===== src/design/spjq_pkg.sv =====
`timescale 1ns / 1ps

package spjq_pkg;

    // Fixed field widths of the command and result items
    localparam int NUM_CLASSES = 6;
    localparam int CMD_W       = 2;
    localparam int CLASS_W     = 3;
    localparam int JOB_ID_W    = 16;
    localparam int STATUS_W    = 2;
    localparam int S_DATA_W    = 24;
    localparam int M_DATA_W    = 24;

    typedef enum logic [CMD_W-1:0] {
        CMD_PUSH   = 2'd0,
        CMD_POP    = 2'd1,
        CMD_REMOVE = 2'd2,
        CMD_NOP    = 2'd3
    } t_cmd;

    typedef enum logic [STATUS_W-1:0] {
        ST_OK        = 2'd0,
        ST_FULL      = 2'd1,
        ST_EMPTY     = 2'd2,
        ST_NOT_FOUND = 2'd3
    } t_status;

    // Result item handed from the controller to the output register
    typedef struct packed {
        logic                any_pending;
        logic [CLASS_W-1:0]  out_class;
        logic [JOB_ID_W-1:0] out_id;
        t_status             status;
    } t_result;

endpackage


===== src/design/spjq_mem.sv =====
`timescale 1ns / 1ps

module spjq_mem import spjq_pkg::*; #(
    parameter int DEPTH  = 96,
    parameter int DATA_W = 16
) (
    input  logic                     i_clk,
    input  logic                     i_wr_en,
    input  logic [$clog2(DEPTH)-1:0] i_wr_addr,
    input  logic [DATA_W-1:0]        i_wr_data,
    input  logic                     i_rd_en,
    input  logic [$clog2(DEPTH)-1:0] i_rd_addr,
    output logic [DATA_W-1:0]        o_rd_data
);

    logic [DATA_W-1:0] r_mem [DEPTH];
    logic [DATA_W-1:0] r_rd_data;

    // One write port, one registered read port
    always_ff @(posedge i_clk) begin
        if (i_wr_en) begin
            r_mem[i_wr_addr] <= i_wr_data;
        end
        if (i_rd_en) begin
            r_rd_data <= r_mem[i_rd_addr];
        end
    end

    assign o_rd_data = r_rd_data;

endmodule


===== src/design/spjq_ctrl.sv =====
`timescale 1ns / 1ps

module spjq_ctrl import spjq_pkg::*; #(
    parameter int QUEUE_DEPTH = 16,
    parameter int SW          = 16,
    parameter int AW          = 7
) (
    input  logic                i_clk,
    input  logic                i_rst_n,
    // command side
    input  logic                i_cmd_valid,
    output logic                o_cmd_ready,
    input  t_cmd                i_cmd,
    input  logic [CLASS_W-1:0]  i_job_class,
    input  logic [SW-1:0]       i_job_id,
    // result side
    output logic                o_res_valid,
    input  logic                i_res_ready,
    output t_result             o_res,
    // id store
    output logic                o_wr_en,
    output logic [AW-1:0]       o_wr_addr,
    output logic [SW-1:0]       o_wr_data,
    output logic                o_rd_en,
    output logic [AW-1:0]       o_rd_addr,
    input  logic [SW-1:0]       i_rd_data
);

    localparam int KW = (QUEUE_DEPTH > 1) ? $clog2(QUEUE_DEPTH) : 1;
    localparam int CW = $clog2(QUEUE_DEPTH + 1);
    localparam logic [AW-1:0]   DEPTH_A = AW'(QUEUE_DEPTH);
    localparam logic [CW-1:0]   DEPTH_C = CW'(QUEUE_DEPTH);

    typedef enum logic [1:0] {
        S_IDLE,
        S_SCAN,
        S_SHIFT,
        S_RESULT
    } t_state;

    t_state                r_state, n_state;
    logic [CW-1:0]         r_counts [NUM_CLASSES];
    logic [CW-1:0]         n_counts [NUM_CLASSES];
    logic [CLASS_W-1:0]    r_cls, n_cls;
    logic [SW-1:0]         r_id, n_id;
    logic [KW-1:0]         r_k, n_k;
    logic                  r_is_pop, n_is_pop;
    t_status               r_status, n_status;
    logic [JOB_ID_W-1:0]   r_rid, n_rid;
    logic [CLASS_W-1:0]    r_rcls, n_rcls;

    logic [CW-1:0]         in_cnt;
    logic [CW-1:0]         cur_cnt;
    logic                  in_cls_ok;
    logic                  any_found;
    logic [CLASS_W-1:0]    first_cls;
    logic                  any_pending;
    logic [CW:0]           kx1;
    logic [CW:0]           kx2;
    logic                  hit;
    logic [CLASS_W-1:0]    rd_cls;
    logic [KW-1:0]         rd_k;
    logic [CLASS_W-1:0]    wr_cls;
    logic [KW-1:0]         wr_k;

    function automatic logic [AW-1:0] slot_addr(input logic [CLASS_W-1:0] cls,
                                                 input logic [KW-1:0] k);
        logic [AW-1:0] base;
        base = AW'(cls) * DEPTH_A;
        return base + AW'(k);
    endfunction

    // Count lookups, head search and pending flag over the six classes
    always_comb begin
        in_cnt      = '0;
        cur_cnt     = '0;
        any_found   = 1'b0;
        first_cls   = '0;
        any_pending = 1'b0;
        for (int c = NUM_CLASSES - 1; c >= 0; c--) begin
            if (i_job_class == CLASS_W'(c)) begin
                in_cnt = r_counts[c];
            end
            if (r_cls == CLASS_W'(c)) begin
                cur_cnt = r_counts[c];
            end
            if (r_counts[c] != '0) begin
                any_found   = 1'b1;
                first_cls   = CLASS_W'(c);
                any_pending = 1'b1;
            end
        end
    end

    assign in_cls_ok = (i_job_class < CLASS_W'(NUM_CLASSES));
    assign kx1       = (CW+1)'(r_k) + (CW+1)'(1);
    assign kx2       = (CW+1)'(r_k) + (CW+1)'(2);
    assign hit       = r_is_pop || (i_rd_data == r_id);

    // Next-state logic and id store access
    always_comb begin
        n_state  = r_state;
        n_counts = r_counts;
        n_cls    = r_cls;
        n_id     = r_id;
        n_k      = r_k;
        n_is_pop = r_is_pop;
        n_status = r_status;
        n_rid    = r_rid;
        n_rcls   = r_rcls;
        o_wr_en  = 1'b0;
        wr_cls   = r_cls;
        wr_k     = r_k;
        o_wr_data = i_rd_data;
        o_rd_en  = 1'b0;
        rd_cls   = r_cls;
        rd_k     = KW'(kx1);

        case (r_state)
            S_IDLE: begin
                if (i_cmd_valid) begin
                    n_status = ST_OK;
                    n_rid    = '0;
                    n_rcls   = '0;
                    n_state  = S_RESULT;
                    case (i_cmd)
                        CMD_PUSH: begin
                            if (in_cls_ok && (in_cnt < DEPTH_C)) begin
                                o_wr_en   = 1'b1;
                                wr_cls    = i_job_class;
                                wr_k      = KW'(in_cnt);
                                o_wr_data = i_job_id;
                                for (int c = 0; c < NUM_CLASSES; c++) begin
                                    if (i_job_class == CLASS_W'(c)) begin
                                        n_counts[c] = r_counts[c] + CW'(1);
                                    end
                                end
                                n_rid  = JOB_ID_W'(i_job_id);
                                n_rcls = i_job_class;
                            end else begin
                                n_status = ST_FULL;
                            end
                        end
                        CMD_POP: begin
                            if (any_found) begin
                                o_rd_en  = 1'b1;
                                rd_cls   = first_cls;
                                rd_k     = '0;
                                n_cls    = first_cls;
                                n_k      = '0;
                                n_is_pop = 1'b1;
                                n_state  = S_SCAN;
                            end else begin
                                n_status = ST_EMPTY;
                            end
                        end
                        CMD_REMOVE: begin
                            if (in_cls_ok && (in_cnt != '0)) begin
                                o_rd_en  = 1'b1;
                                rd_cls   = i_job_class;
                                rd_k     = '0;
                                n_cls    = i_job_class;
                                n_id     = i_job_id;
                                n_k      = '0;
                                n_is_pop = 1'b0;
                                n_state  = S_SCAN;
                            end else begin
                                n_status = ST_NOT_FOUND;
                            end
                        end
                        default: begin
                            n_status = ST_OK;
                        end
                    endcase
                end
            end

            // Compare slot k; prefetch slot k+1 for the next compare or the shift
            S_SCAN: begin
                o_rd_en = (kx1 < (CW+1)'(cur_cnt));
                rd_k    = KW'(kx1);
                if (hit) begin
                    n_status = ST_OK;
                    n_rid    = JOB_ID_W'(i_rd_data);
                    n_rcls   = r_cls;
                    if (kx1 < (CW+1)'(cur_cnt)) begin
                        n_state = S_SHIFT;
                    end else begin
                        for (int c = 0; c < NUM_CLASSES; c++) begin
                            if (r_cls == CLASS_W'(c)) begin
                                n_counts[c] = r_counts[c] - CW'(1);
                            end
                        end
                        n_state = S_RESULT;
                    end
                end else if (kx1 < (CW+1)'(cur_cnt)) begin
                    n_k = KW'(kx1);
                end else begin
                    n_status = ST_NOT_FOUND;
                    n_rid    = '0;
                    n_rcls   = '0;
                    n_state  = S_RESULT;
                end
            end

            // Move slot k+1 into slot k, one entry a cycle, and close the gap
            S_SHIFT: begin
                o_wr_en   = 1'b1;
                wr_k      = r_k;
                o_wr_data = i_rd_data;
                o_rd_en   = (kx2 < (CW+1)'(cur_cnt));
                rd_k      = KW'(kx2);
                if (kx2 < (CW+1)'(cur_cnt)) begin
                    n_k = KW'(kx1);
                end else begin
                    for (int c = 0; c < NUM_CLASSES; c++) begin
                        if (r_cls == CLASS_W'(c)) begin
                            n_counts[c] = r_counts[c] - CW'(1);
                        end
                    end
                    n_state = S_RESULT;
                end
            end

            S_RESULT: begin
                if (i_res_ready) begin
                    n_state = S_IDLE;
                end
            end

            default: begin
                n_state = S_IDLE;
            end
        endcase
    end

    assign o_wr_addr = slot_addr(wr_cls, wr_k);
    assign o_rd_addr = slot_addr(rd_cls, rd_k);

    assign o_cmd_ready = (r_state == S_IDLE);
    assign o_res_valid = (r_state == S_RESULT);
    assign o_res.status      = r_status;
    assign o_res.out_id      = r_rid;
    assign o_res.out_class   = r_rcls;
    assign o_res.any_pending = any_pending;

    // Hold state, counts and the pending result
    always_ff @(posedge i_clk) begin
        if (!i_rst_n) begin
            r_state <= S_IDLE;
            for (int c = 0; c < NUM_CLASSES; c++) begin
                r_counts[c] <= '0;
            end
        end else begin
            r_state  <= n_state;
            r_counts <= n_counts;
        end
        r_cls    <= n_cls;
        r_id     <= n_id;
        r_k      <= n_k;
        r_is_pop <= n_is_pop;
        r_status <= n_status;
        r_rid    <= n_rid;
        r_rcls   <= n_rcls;
    end

endmodule


===== src/design/strict_priority_job_queues_top.sv =====
`timescale 1ns / 1ps

// Strict-priority job queues: six FIFO queues of job ids, one per class.
// Slave stream carries commands (push, pop, remove); master stream carries
// one result item per command: status, job id, class and a pending flag.
// Classes are served in order load, transform, thumbnail, model, save, copy.
// Push, an empty pop, a remove on an empty or unknown class and a nop command
// go from accept straight to the result state without reading the id store. Pop
// and remove read the class queue from the id store one slot a cycle to find the
// entry, then move the later entries one slot toward the head, one a cycle; a
// remove that matches nothing scans all count slots. The single id store port
// pair sets that pace. One command is in work at a time; the next is accepted
// once the result has moved into the output register. Reset clears the six
// queue counts, so all queues read empty at once; the id store itself needs no
// clearing. When the receiver stalls, the result waits in the output register,
// one more command is worked, and its result holds the controller until the
// register drains.
module strict_priority_job_queues_top import spjq_pkg::*; #(
    parameter int QUEUE_DEPTH = 16,
    parameter int ID_BITS     = 16
) (
    input  logic                i_clk,
    input  logic                i_rst_n,
    input  logic                i_s_axis_tvalid,
    output logic                o_s_axis_tready,
    // [1:0] cmd, [4:2] job_class, [20:5] job_id, [23:21] zero
    input  logic [S_DATA_W-1:0] i_s_axis_tdata,
    output logic                o_m_axis_tvalid,
    input  logic                i_m_axis_tready,
    // [1:0] status, [17:2] out_id, [20:18] out_class, [21] any_pending, [23:22] zero
    output logic [M_DATA_W-1:0] o_m_axis_tdata
);

    localparam int SW        = (ID_BITS < JOB_ID_W) ? ID_BITS : JOB_ID_W;
    localparam int MEM_DEPTH = NUM_CLASSES * QUEUE_DEPTH;
    localparam int AW        = $clog2(MEM_DEPTH);

    logic          res_valid;
    logic          res_ready;
    t_result       res;
    logic          wr_en;
    logic [AW-1:0] wr_addr;
    logic [SW-1:0] wr_data;
    logic          rd_en;
    logic [AW-1:0] rd_addr;
    logic [SW-1:0] rd_data;

    logic          r_m_valid;
    t_result       r_m_res;

    spjq_ctrl #(
        .QUEUE_DEPTH (QUEUE_DEPTH),
        .SW          (SW),
        .AW          (AW)
    ) u_ctrl (
        .i_clk       (i_clk),
        .i_rst_n     (i_rst_n),
        .i_cmd_valid (i_s_axis_tvalid),
        .o_cmd_ready (o_s_axis_tready),
        .i_cmd       (t_cmd'(i_s_axis_tdata[1:0])),
        .i_job_class (i_s_axis_tdata[4:2]),
        .i_job_id    (i_s_axis_tdata[5 +: SW]),
        .o_res_valid (res_valid),
        .i_res_ready (res_ready),
        .o_res       (res),
        .o_wr_en     (wr_en),
        .o_wr_addr   (wr_addr),
        .o_wr_data   (wr_data),
        .o_rd_en     (rd_en),
        .o_rd_addr   (rd_addr),
        .i_rd_data   (rd_data)
    );

    spjq_mem #(
        .DEPTH  (MEM_DEPTH),
        .DATA_W (SW)
    ) u_mem (
        .i_clk     (i_clk),
        .i_wr_en   (wr_en),
        .i_wr_addr (wr_addr),
        .i_wr_data (wr_data),
        .i_rd_en   (rd_en),
        .i_rd_addr (rd_addr),
        .o_rd_data (rd_data)
    );

    // Output register: load a result when empty or draining
    assign res_ready = !r_m_valid || i_m_axis_tready;

    always_ff @(posedge i_clk) begin
        if (!i_rst_n) begin
            r_m_valid <= 1'b0;
        end else if (res_ready) begin
            r_m_valid <= res_valid;
        end
        if (res_ready && res_valid) begin
            r_m_res <= res;
        end
    end

    assign o_m_axis_tvalid = r_m_valid;
    assign o_m_axis_tdata  = {2'b00, r_m_res.any_pending, r_m_res.out_class,
                              r_m_res.out_id, r_m_res.status};

endmodule

===== config.mk =====
export PLATFORM = sky130hd
export DESIGN_NAME = strict_priority_job_queues_top
export DESIGN_NICKNAME = d
export VERILOG_FILES = /design/src/design/spjq_pkg.sv /design/src/design/spjq_mem.sv /design/src/design/spjq_ctrl.sv /design/src/design/strict_priority_job_queues_top.sv
export SDC_FILE = /design/constraint.sdc
export NUM_CORES = 2
export LEC_CHECK = 0
export BUFFER_PORTS_ARGS = -buffer_cell sky130_fd_sc_hd__buf_2
export CAP_MARGIN = 0
export CELL_PAD_IN_SITES_DETAIL_PLACEMENT = 2
export CELL_PAD_IN_SITES_GLOBAL_PLACEMENT = 2
export CORE_UTILIZATION = 37
export CTS_CLUSTER_SIZE = 40
export DETAILED_ROUTE_END_ITERATION = 10
export PLACE_DENSITY = 0.77
export SYNTH_ARGS = -nofsm -noshare
export SYNTH_HDL_FRONTEND = slang
export SYNTH_SLANG_ARGS = --single-unit

===== constraint.sdc =====
create_clock -name i_clk -period 10.1 [get_ports i_clk]
set_input_delay 1.01 -clock i_clk [delete_from_list [all_inputs] [get_ports i_clk]]
set_output_delay 1.01 -clock i_clk [all_outputs]
set_load 0.1 [all_outputs]

==> results.toml <==
[global_route]
grtUsageTotal = 0.266
antenna_found_initial = 8
grt_pass1_vias = 45600
overflow = 0
grt_pass1_wl_mm = 348
grt_max_degree = 127

[yosys]
ys_ff_latch = 1652
synth_edf_count = 1616
yosysWarnings = 0
async_flop_share = 0
synth_top_area_frac = 0.729
synth_flop_cell = "edfxtp_1"
synth_cells = 4452
avgSynthCellArea_um2 = 14.9
ys_seq_area_frac = 0.740
synthTopCellsByArea = "edfxtp_1, mux2i_1, nand2_1"
synth_area_mm2 = 0.0666
synth_top_area_cell = "edfxtp_1"
synth.distinct_cells = 68

[worst_setup_path]
reg2reg_to = "u_mem.o_rd_data[9]"
critical_path_arrival_ps = 7680
critical_path_required_ps = 10670
start_kind = "input port"
r2r_setup_slack_ps = 3050
reg2reg_depth = 11
worstPathMaxFanout = 24
crit_end = "u_mem.o_rd_data[9]"
endpoint_kind = "flop"
startpoint = "i_s_axis_tdata[2]"
reg2reg_from = "u_ctrl.r_counts[15]"
crit_type = "in -> reg"

[drt]
num_vias = 42800
postRouteAntennaNets = 0
routed_via_density = 6.06
drt_wl_total_mm = 245
drt_iter0_drc = 4929
wl_per_cell_um = 34.7
first_pass_iters = 5
drc = 0

[timing]
worst_pin_slew_ps = 1480
max_freq_mhz = 141
fin_worst_skew_ps = 25.5
finalHoldViolations = 0
hold_ws_ps = 423
grt_setup_unrepaired = "false"
tns_ps = 0
setup_viol = 0
post-route-min-period_ps = 7110
slew_headroom = 0.0109
drv_slew = 0
worst_slack_ps = 2990
fin_crit_sh = 0.704

[pwr]
swShare = 0.443
leakage_nw = 25.5
powerDensity_mw_per_mm2 = 364
seqPwrFrac = 0.331
power.switching_w = 0.0122
clockPowerShare = 0.221
intPower_w = 0.0153
combPwrFrac = 0.447
vdd_drop_max_mv = 0.350

[clock_tree]
cts_buffer_depth = 3
clk_pin_slew_worst_paths_ps = 60
cts-resized-gates = 0
cts_tree = "yes"
htreeDepth = 4
insertion_delay_ps = 830
cts-root-buf = "clkbuf_16"
cts_sinks = 1652
postCtsHoldBufs = 0
cts_setup_buffers = 0
cts_made_buffers = 168

[placement]
hpwlAfterDp_mm = 137
gp_congestion = 0.821
io_buffers = 48
preCtsSetupSlack_ps = 2510

[layout]
multi_input_area_mm2 = 0.0162
drive_above_1_share = 0.107
syn_to_final_growth_pct = 13.2
regArea_mm2 = 0.0492
n_fill_cell = 17200
final_nets = 4653

[die]
core_area_mm2 = 0.179
fp-row-count = 155
die-area_mm2 = 0.182
fp.dieW_um = 426
start_util = 0.373
io_pins = 54
die_h_um = 426

[hold_path]
hold_path.class = "reg -> reg"

[job]
max_cap_viol_count = 0

[status]
status = "finished clean"
cell usage in the layout (no fill, tap or decap), types with 8 or more instances in the layout:
cell and instances:
a221oi_1 12, mux2_4 16, clkinv_2 23, xnor2_1 23
o41ai_1 44, nand3_1 174, dfxtp_1 36, clkbuf_16 170
o22ai_1 205, ha_1 36, a22o_1 23, and3_1 69
clkinv_1 38, o211a_1 12, buf_12 8, mux2i_1 461
o21a_1 8, a21oi_1 101, inv_1 21, a32o_1 9
a21boi_0 8, and2_1 8, nand4_1 29, o21ai_0 76
a21o_1 14, buf_4 179, nand2_1 736, xor2_1 20
clkbuf_1 53, inv_6 8, buf_2 48, edfxtp_1 1616
nor2_1 154, a311oi_1 96, o31ai_1 15, nand2b_1 8
a31oi_1 25
per-stage QoR:
step	instances	utilization	cell area (µm²)	power, W
after CTS	7065	0.421	75200	0.0273
after global placement	6765	0.393	70200	0.0200
after floorplan	4453	-	66600	0.0158
after global routing	7068	0.422	75300	0.0280
final	7069	0.422	75300	0.0275
after detailed placement	6765	0.393	70200	0.0209
synth_stat cells (16+ instances only):
| master | n |
|---|---|
| a21oi_1 | 103 |
| a311oi_1 | 96 |
| nand2_1 | 738 |
| o21ai_0 | 77 |
| edfxtp_1 | 1616 |
| clkbuf_1 | 155 |
| mux2i_1 | 461 |
| ha_1 | 36 |
| a22o_1 | 23 |
| a31oi_1 | 26 |
| xnor2_1 | 23 |
| xor2_1 | 20 |
| mux2_2 | 16 |
| nor2_1 | 157 |
| buf_2 | 67 |
| and3_1 | 69 |
| buf_1 | 34 |
| o22ai_1 | 205 |
| nand3_1 | 178 |
| dfxtp_1 | 36 |
| nand4_1 | 29 |
| o41ai_1 | 51 |
| inv_1 | 22 |
routing by layer:
layer | track usage | vias to the layer above | share of wire
met4 | 0.114 | 6 | 0.047
met1 | 0.341 | 22800 | 0.39
li1 | - | 17400 | -
met3 | 0.0419 | 500 | 0.068
met2 | 0.447 | 2043 | 0.49
met5 | 0 | - | 0.00020
final cells by class:
type | instances | area share
Antenna cell | 1 | 0.0000332
Clock buffer | 223 | 0.0591
Clock inverter | 77 | 0.00739
Inverter | 23 | 0.00115
Multi-Input combinational cell | 2500 | 0.215
Sequential cell | 1652 | 0.654
Tap cell | 2355 | 0.0391
Timing Repair Buffer | 238 | 0.0242
cells by family (layout without fill, tap and decap cells):
family / after synthesis / after routing / share of synthesized area
buffers and inverters: 301 / 561 / 0.0203
DFF: 1652 / 1652 / 0.740
and+or+nand+nor: 1229 / 1229 / 0.0797
other: 1 / 3 / 0.0000563
muxes: 477 / 477 / 0.0720
adders and majority gates: 42 / 42 / 0.00857
xor gates and xnor gates: 43 / 43 / 0.00566
AOI/OAI and AO/OA: 707 / 707 / 0.0737
worst max-delay path, cell delays in order:
cell      delay [ps]
buf_2            450
o221ai_1         250
a221o_1          430
nand4_1          640
a41o_1          1110
or3_2            870
buf_4            500
o22ai_1          210
o41ai_1         1100
nand4_1          640
o211a_1          420
worst min-delay path by stage:
stage	from	to	slack, ps	cells after the start
finish	u_ctrl.r_rid[10]	o_m_axis_tdata[12]	420	0
global route	i_s_axis_tdata[6]	u_ctrl.r_id[1]	410	1
CTS	i_s_axis_tdata[17]	u_ctrl.r_id[12]	380	1
detailed placement	u_ctrl.r_rid[10]	o_m_axis_tdata[12]	410	0
global placement	u_ctrl.r_rid[1]	o_m_axis_tdata[3]	400	0
floorplan	u_ctrl.r_status[0]	o_m_axis_tdata[0]	400	0
sequential cells by signal, indices dropped and copies added, names as in the netlist, 3 cells and up:
name / cells
o_m_axis_tdata: 22
u_ctrl.r_k: 4
u_ctrl.r_rcls: 3
u_ctrl.r_id: 16
u_ctrl.r_rid: 16
u_mem.o_rd_data: 16
u_ctrl.r_counts: 30
u_ctrl.r_cls: 3
u_mem.r_mem: 1536
power groups by stage:
stage | combinational, W | sequential, W | clock (W)
finish | 0.0123 | 0.00910 | 0.00607
global placement | 0.0108 | 0.00921 | 0
CTS | 0.0120 | 0.00910 | 0.00613
detailed placement | 0.0116 | 0.00924 | 0
global route | 0.0126 | 0.00911 | 0.00631
floorplan | 0.00666 | 0.00918 | 0
No activity file was read; power rests on OpenSTA's default activity.
